### config.mk
export PLATFORM = sky130hd
export DESIGN_NAME = neuron_mac_inverse_square
export DESIGN_NICKNAME = d
export VERILOG_FILES = /design/src/rtl/nmis_pkg.sv /design/src/rtl/neuron_mac_inverse_square.sv /design/src/rtl/nmis_ctrl.sv /design/src/rtl/nmis_dp.sv
export SDC_FILE = /design/constraint.sdc
export NUM_CORES = 2
export LEC_CHECK = 0
export BUFFER_PORTS_ARGS = -buffer_cell sky130_fd_sc_hd__buf_4
export CAP_MARGIN = 20
export CELL_PAD_IN_SITES_DETAIL_PLACEMENT = 1
export CELL_PAD_IN_SITES_GLOBAL_PLACEMENT = 1
export CORE_ASPECT_RATIO = 1.1
export CORE_MARGIN = 1
export CORE_UTILIZATION = 40
export CTS_CLUSTER_DIAMETER = 100
export DETAILED_ROUTE_END_ITERATION = 10
export PLACE_DENSITY = 0.73
export SLEW_MARGIN = 20
export SYNTH_ARGS = -nofsm -noshare
export SYNTH_HDL_FRONTEND = slang
export SYNTH_HIERARCHICAL = 1
export SYNTH_SLANG_ARGS = --single-unit
### constraint.sdc
create_clock -name clk -period 14.53 [get_ports clk]
set_clock_uncertainty 0.1 [all_clocks]
set_input_delay 0.7265 -clock clk [delete_from_list [all_inputs] [get_ports clk]]
set_output_delay 0.7265 -clock clk [all_outputs]
set_load 0.1 [all_outputs]
### src/rtl/nmis_pkg.sv
`default_nettype none

package nmis_pkg;

  // Field and datapath widths.
  localparam int DATA_W    = 16;
  localparam int ACC_W     = 48;
  localparam int FRAC_BITS = 12;
  localparam int PROD_W    = 2 * DATA_W;
  localparam int OUT_W     = 17;

  // Inverse-square arithmetic: magnitude window, squared term, divider.
  localparam int MAG_HI    = 33;
  localparam int MAG_LO    = 8;
  localparam int T_W       = MAG_HI - MAG_LO;
  localparam int SQ_W      = 2 * T_W;
  localparam int QUOT_BITS = OUT_W;
  localparam int CNT_W     = $clog2(QUOT_BITS);

  // One in Q.32 (divisor offset) and one in Q.48 (dividend).
  localparam logic [SQ_W-1:0] ONE_Q32 = SQ_W'(1) << 32;
  localparam logic [SQ_W-1:0] ONE_Q48 = SQ_W'(1) << 48;
  // Squared sums above this limit give a zero result.
  localparam logic [SQ_W-1:0] SQ_LIMIT = SQ_W'(1) << 49;

  // Input beat.
  typedef struct packed {
    logic signed [DATA_W-1:0] act_in;
    logic signed [DATA_W-1:0] weight;
    logic signed [DATA_W-1:0] bias;
    logic                     first;
    logic                     last;
  } in_beat_t;

  // Result beat.
  typedef struct packed {
    logic [OUT_W-1:0] act_out;
    logic             saturated;
  } out_beat_t;

  // Commands from the controller to the datapath.
  typedef struct packed {
    logic mac_en;
    logic abs_en;
    logic sq_en;
    logic prep_en;
    logic div_en;
    logic out_load;
  } cmd_t;

endpackage

`default_nettype wire

### src/rtl/neuron_mac_inverse_square.sv
`default_nettype none

// Single-neuron forward pass with an inverse-square activation.
// Input channel (in_valid / in_stall / in_data): one activation and weight per
// beat; a beat with first set restarts the sum from its bias, and a beat with
// last set requests a result. Result channel (out_valid / out_stall /
// out_data): act_out = 1/(1+s*s) in unsigned Q1.16 plus the clip flag.
// Beats without last are taken as they come, so a node streams one beat per
// cycle. After a last beat the input stalls while the magnitude, square and a
// 17-step restoring divider run: out_valid rises once the result is loaded,
// and the input is free again in the same cycle. The divider produces one
// quotient bit per cycle.
// The result sits in an output register; if the receiver still stalls a
// previous result, the new one waits in the divider and the input stays
// stalled until the register is free.
// Synchronous reset clears the accumulator and clip flag, empties the output
// register and leaves the block ready for input.
module neuron_mac_inverse_square (
  input  wire logic                clk,
  input  wire logic                rst_n,
  input  wire logic                in_valid,
  output logic                     in_stall,
  input  wire nmis_pkg::in_beat_t  in_data,
  output logic                     out_valid,
  input  wire logic                out_stall,
  output nmis_pkg::out_beat_t      out_data
);

  nmis_pkg::cmd_t cmd;

  // Sequencer.
  nmis_ctrl u_ctrl (
    .clk       (clk),
    .rst_n     (rst_n),
    .in_valid  (in_valid),
    .in_last   (in_data.last),
    .out_stall (out_stall),
    .in_stall  (in_stall),
    .out_valid (out_valid),
    .cmd       (cmd)
  );

  // Accumulator, squarer, divider and output register.
  nmis_dp u_dp (
    .clk      (clk),
    .rst_n    (rst_n),
    .cmd      (cmd),
    .in_data  (in_data),
    .out_data (out_data)
  );

endmodule

`default_nettype wire

### src/rtl/nmis_ctrl.sv
`default_nettype none

module nmis_ctrl (
  input  wire logic          clk,
  input  wire logic          rst_n,
  input  wire logic          in_valid,
  input  wire logic          in_last,
  input  wire logic          out_stall,
  output logic               in_stall,
  output logic               out_valid,
  output nmis_pkg::cmd_t     cmd
);

  localparam logic [2:0] S_IDLE = 3'd0;
  localparam logic [2:0] S_ABS  = 3'd1;
  localparam logic [2:0] S_SQ   = 3'd2;
  localparam logic [2:0] S_PREP = 3'd3;
  localparam logic [2:0] S_DIV  = 3'd4;
  localparam logic [2:0] S_OUT  = 3'd5;

  logic [2:0]                 state_r, state_nxt;
  logic [nmis_pkg::CNT_W-1:0] cnt_r, cnt_nxt;
  logic                       out_valid_r, out_valid_nxt;
  logic                       in_acc;

  // Items are taken only while no activation is being computed.
  assign in_stall  = (state_r != S_IDLE);
  assign out_valid = out_valid_r;
  assign in_acc    = in_valid && (state_r == S_IDLE);

  // Sequencer: accumulate, then magnitude, square, setup, divide, hand off.
  always_comb begin
    state_nxt    = state_r;
    cnt_nxt      = cnt_r;
    cmd          = '0;
    cmd.mac_en   = in_acc;
    unique case (state_r)
      S_IDLE: begin
        if (in_acc && in_last) begin
          state_nxt = S_ABS;
        end
      end
      S_ABS: begin
        cmd.abs_en = 1'b1;
        state_nxt  = S_SQ;
      end
      S_SQ: begin
        cmd.sq_en = 1'b1;
        state_nxt = S_PREP;
      end
      S_PREP: begin
        cmd.prep_en = 1'b1;
        cnt_nxt     = '0;
        state_nxt   = S_DIV;
      end
      S_DIV: begin
        cmd.div_en = 1'b1;
        cnt_nxt    = cnt_r + 1'b1;
        if (cnt_r == nmis_pkg::CNT_W'(nmis_pkg::QUOT_BITS - 1)) begin
          state_nxt = S_OUT;
        end
      end
      S_OUT: begin
        if (!out_valid_r || !out_stall) begin
          cmd.out_load = 1'b1;
          state_nxt    = S_IDLE;
        end
      end
      default: begin
        state_nxt = S_IDLE;
      end
    endcase
  end

  // The output register is full from load until the receiver takes the beat.
  always_comb begin
    out_valid_nxt = out_valid_r;
    if (cmd.out_load) begin
      out_valid_nxt = 1'b1;
    end else if (out_valid_r && !out_stall) begin
      out_valid_nxt = 1'b0;
    end
  end

  always_ff @(posedge clk) begin
    if (!rst_n) begin
      state_r     <= S_IDLE;
      cnt_r       <= '0;
      out_valid_r <= 1'b0;
    end else begin
      state_r     <= state_nxt;
      cnt_r       <= cnt_nxt;
      out_valid_r <= out_valid_nxt;
    end
  end

endmodule

`default_nettype wire

### src/rtl/nmis_dp.sv
`default_nettype none

module nmis_dp (
  input  wire logic                clk,
  input  wire logic                rst_n,
  input  wire nmis_pkg::cmd_t      cmd,
  input  wire nmis_pkg::in_beat_t  in_data,
  output nmis_pkg::out_beat_t      out_data
);

  localparam int ACC_W  = nmis_pkg::ACC_W;
  localparam int SQ_W   = nmis_pkg::SQ_W;
  localparam int T_W    = nmis_pkg::T_W;
  localparam int OUT_W  = nmis_pkg::OUT_W;
  localparam int DATA_W = nmis_pkg::DATA_W;
  localparam int PROD_W = nmis_pkg::PROD_W;

  localparam logic [ACC_W-1:0] ACC_MAX = {1'b0, {(ACC_W-1){1'b1}}};
  localparam logic [ACC_W-1:0] ACC_MIN = {1'b1, {(ACC_W-1){1'b0}}};

  logic [ACC_W-1:0]  acc_r, acc_nxt;
  logic              clip_r, clip_nxt;
  logic [T_W-1:0]    t_r;
  logic              big_r;
  logic [SQ_W-1:0]   q_r;
  logic              zero_r;
  logic [SQ_W-1:0]   d_r;
  logic [SQ_W-1:0]   rem_r, rem_nxt;
  logic [OUT_W-1:0]  nq_r, nq_nxt;
  nmis_pkg::out_beat_t out_r;

  logic signed [PROD_W-1:0] prod;
  logic [ACC_W-1:0]         bias_ext;
  logic [ACC_W-1:0]         base;
  logic [ACC_W:0]           sum;
  logic                     ovf;
  logic [ACC_W-1:0]         mag;
  logic [SQ_W-1:0]          d_val;
  logic [SQ_W-1:0]          num;
  logic [SQ_W+1:0]          diff;
  logic [SQ_W:0]            shifted;
  logic                     ge;

  // Multiply-accumulate with saturation; a first beat restarts from the bias.
  always_comb begin
    prod     = in_data.act_in * in_data.weight;
    bias_ext = {{(ACC_W-DATA_W){in_data.bias[DATA_W-1]}}, in_data.bias};
    base     = in_data.first ? (bias_ext << nmis_pkg::FRAC_BITS) : acc_r;
    sum      = {base[ACC_W-1], base} + {{(ACC_W+1-PROD_W){prod[PROD_W-1]}}, prod};
    ovf      = sum[ACC_W] ^ sum[ACC_W-1];
    acc_nxt  = ovf ? (sum[ACC_W] ? ACC_MIN : ACC_MAX) : sum[ACC_W-1:0];
    clip_nxt = (!in_data.first && clip_r) || ovf;
  end

  always_ff @(posedge clk) begin
    if (!rst_n) begin
      acc_r  <= '0;
      clip_r <= 1'b0;
    end else if (cmd.mac_en) begin
      acc_r  <= acc_nxt;
      clip_r <= clip_nxt;
    end
  end

  // Magnitude of the sum; the abs step truncates it to 16 fraction bits.
  assign mag = acc_r[ACC_W-1] ? (~acc_r + 1'b1) : acc_r;

  // Divisor 1 + s*s in Q.32 and the dividend, one in Q.48 plus half the divisor for rounding.
  assign d_val = q_r + nmis_pkg::ONE_Q32;
  assign num   = nmis_pkg::ONE_Q48 + {1'b0, d_val[SQ_W-1:1]};

  // One restoring division step: bring down a dividend bit, try a subtract.
  always_comb begin
    shifted = {rem_r, nq_r[OUT_W-1]};
    diff    = {1'b0, shifted} - {2'b00, d_r};
    ge      = !diff[SQ_W+1];
    rem_nxt = ge ? diff[SQ_W-1:0] : shifted[SQ_W-1:0];
    nq_nxt  = {nq_r[OUT_W-2:0], ge};
  end

  // Inverse-square pipeline registers, advanced by controller commands.
  always_ff @(posedge clk) begin
    if (cmd.abs_en) begin
      t_r   <= mag[nmis_pkg::MAG_HI-1:nmis_pkg::MAG_LO];
      big_r <= |mag[ACC_W-1:nmis_pkg::MAG_HI];
    end
    if (cmd.sq_en) begin
      q_r <= t_r * t_r;
    end
    if (cmd.prep_en) begin
      zero_r <= big_r || (q_r > nmis_pkg::SQ_LIMIT);
      d_r    <= d_val;
      rem_r  <= {{OUT_W{1'b0}}, num[SQ_W-1:OUT_W]};
      nq_r   <= num[OUT_W-1:0];
    end else if (cmd.div_en) begin
      rem_r <= rem_nxt;
      nq_r  <= nq_nxt;
    end
    if (cmd.out_load) begin
      out_r.act_out   <= zero_r ? '0 : nq_r;
      out_r.saturated <= clip_r;
    end
  end

  assign out_data = out_r;

endmodule

`default_nettype wire

==> flow_metrics.py <==
metrics = {
    "place": {
        "portBuffers": 73,
        "place_congestion": 0.873,
        "dpl.hpwl_mm": 107,
    },
    "setup_path": {
        "cp-start-kind": "primary input",
        "cp.buffers_inverters": 7,
        "end_kind": "flip-flop",
        "critPathTopFamily": "adder cells",
        "worstPathRequired_ns": 14.83,
        "critPathMaxFanout": 20,
        "slowest_stage": "fa_1",
        "slowest_delay_ns": 0.91,
        "crit_arrival_ns": 8.86,
        "crit_type": "primary input to flip-flop",
    },
    "global_route": {
        "groute.usage.overall": 0.228,
        "grt_pass1_vias": 38500,
        "antenna_found_initial": 2,
        "grt_overflow_total": 0,
        "grt_max_degree": 60,
        "grt_pass1_wl_mm": 209,
    },
    "synth": {
        "yosys.cell_types.count": 88,
        "synth-edff-count": 193,
        "seq_area_frac_synth": 0.158,
        "netlist_area_um2": 46200,
        "syn_avg_cell_area_um2": 9.35,
        "yosysWarnings": 6,
        "synthArstFlopShare": 0,
        "ys_ff_latch": 268,
        "synth_ff_type": "edfxtp_1",
        "syn_inst": 4941,
        "syn_nets": 6204,
    },
    "timing": {
        "setup_viol": 0,
        "slew_headroom": 0.221,
        "fin_tns_setup_ns": 0,
        "slew_viol_final": 0,
        "worst_slew_pin_slew_ns": 1.16,
        "final-hold-violation-count": 0,
        "min_period_over_period": 0.589,
        "rsz0062_at_grt": "no",
        "fmax_mhz": 117,
        "period_needed_ns": 8.55,
    },
    "finish": {
        "drive_above_1_share": 0.0485,
        "syn_to_final_growth_pct": 7.08,
        "layout_commonest_cell": "inv_1",
        "nNetsFinal": 6188,
        "final_cell_mix": "1201 x inv_1, 832 x fa_1, 489 x nand2_1",
    },
    "clocking": {
        "cts_hold_buf": 0,
        "cts_tree": "done",
        "ctsResizeCount": 0,
        "path_clk_slew_ns": 0.06,
        "clockBufferDepth": 3,
        "clock_sinks": 268,
        "post-cts-setup-buffers": 0,
        "cts-buffers-inserted": 34,
        "root_buffer": "clkbuf_16",
        "htree_levels": 2,
        "insertion_delay_ns": 0.57,
    },
    "min_path": {
        "min_path_type": "flip-flop to flip-flop",
    },
    "routing": {
        "drc": 0,
        "drt-initial-drc-count": 1455,
        "vias_per_cell": 5.21,
        "drt-wirelength-per-cell_um": 20.1,
        "antenna_left": 0,
        "wl_mm": 130,
        "num_vias": 33700,
        "firstDrtPassIters": 5,
    },
    "die": {
        "io_pins": 74,
        "rows": 130,
        "die_area_um2": 117000,
        "dieWidth_um": 326,
        "die_h_um": 358,
        "floorplan.core_area_um2": 114000,
        "start_util": 0.404,
    },
    "flow_run": {
        "maxCapViolations": 0,
    },
    "run_status": {
        "outcome": "finished, final reports clean",
    },
}
-- state kept, by name, indices dropped and copies added, names as in the netlist --
| register | count |
|---|---|
| u_ctrl/cnt_r | 5 |
| u_ctrl/out_valid | 1 |
| u_ctrl/state_r | 3 |
| u_dp/acc_r | 48 |
| u_dp/big_r | 1 |
| u_dp/clip_r | 1 |
| u_dp/d_r | 49 |
| u_dp/nq_r | 17 |
| u_dp/out_data | 18 |
| u_dp/q_r | 49 |
| u_dp/rem_r | 50 |
| u_dp/t_r | 25 |
| u_dp/zero_r | 1 |
-- cell type report --
type / instances / area (um^2)
inverter: 1204 / 4520
tap: 1518 / 1900
sequential: 268 / 7300
multi-input combinational: 3303 / 33700
timing repair buffer: 114 / 860
antenna: 1 / 2.50
fill: 13100 / 64900
clock inverter: 19 / 221
clock buffer: 43 / 895
-- worst register-to-register path, delay by kind of cell (launching register included) --
kind | cells | cell delay, ns
flip-flops | 1 | 0.33
adder cells (fa/ha/maj) | 8 | 3.43
buffers and inverters | 6 | 1.08
multiplexers | 1 | 0.38
AO/OA/AOI/OAI | 7 | 2.21
AND/OR/NAND/NOR | 3 | 0.81
-- synthesized netlist by cell type (33+ instances only) --
master    number  share of area
a21o_1        91          0.015
edfxtp_1     193           0.13
xor2_1        56          0.011
xnor2_1      129          0.024
and2_1       235          0.032
nor3_1        36         0.0039
nor2b_1       49         0.0066
clkbuf_1     147          0.012
nor2_1       189          0.015
a211oi_1      38         0.0062
fa_1         833           0.36
o21ai_0      121          0.013
nand2_1      490          0.040
a31oi_1       41         0.0056
nand3_1       52         0.0056
ha_1         376           0.10
inv_1       1203          0.098
dfxtp_1       75          0.033
a21oi_1      183          0.020
mux2_2        33         0.0080
-- through the flow --
step / worst slack [ns] / hold WS (ns) / utilization / cells / area (um^2)
3_3_place_gp: 5.41 / 0.318 / 0.423 / 6406 / 48300
4_1_cts: 5.99 / 0.338 / 0.432 / 6469 / 49400
3_5_place_dp: 5.42 / 0.331 / 0.423 / 6407 / 48300
5_1_grt: 5.61 / 0.340 / 0.432 / 6469 / 49400
6_report: 5.98 / 0.339 / 0.432 / 6470 / 49400
2_1_floorplan: 6.80 / 0.308 / - / 4941 / 46200
-- final timing paths --
path | start | end | slack [ns] | cells past startpoint
worst max register to register | u_dp/t_r[3] | u_dp/q_r[45] | 6.02 | 25
worst min-delay path | u_dp/q_r[0] | u_dp/d_r[0] | 0.34 | 0
worst max-delay path | in_data[49] | u_dp/acc_r[27] | 5.98 | 25
worst min register to register | u_dp/q_r[0] | u_dp/d_r[0] | 0.34 | 0
-- per-layer routing --
layer / up-vias / routed length, um / part of all wire / global-route usage
met5: - / 19 / 0.00015 / 0
met4: 2 / 4500 / 0.035 / 0.0770
met3: 228 / 3610 / 0.028 / 0.0188
met2: 539 / 69500 / 0.53 / 0.438
met1: 17600 / 52300 / 0.40 / 0.264
li1: 15400 / - / - / -
-- cell families (layout without fill, tap and decap cells) --
family / Yosys count / in the layout / share of synthesized area
buffers and inverters: 1370 / 1380 / 0.112
adder cells (fa/ha/maj): 1215 / 1215 / 0.464
AND/OR/NAND/NOR: 1210 / 1210 / 0.128
AO/OA/AOI/OAI: 645 / 645 / 0.0912
flip-flops: 268 / 268 / 0.158
XOR/XNOR: 186 / 186 / 0.0354
multiplexers: 47 / 47 / 0.0111
other: 0 / 1 / 0
Power is left out: the tool's default activity adds up to more than one toggle a clock period on the data nets, which glitch-free logic cannot reach.
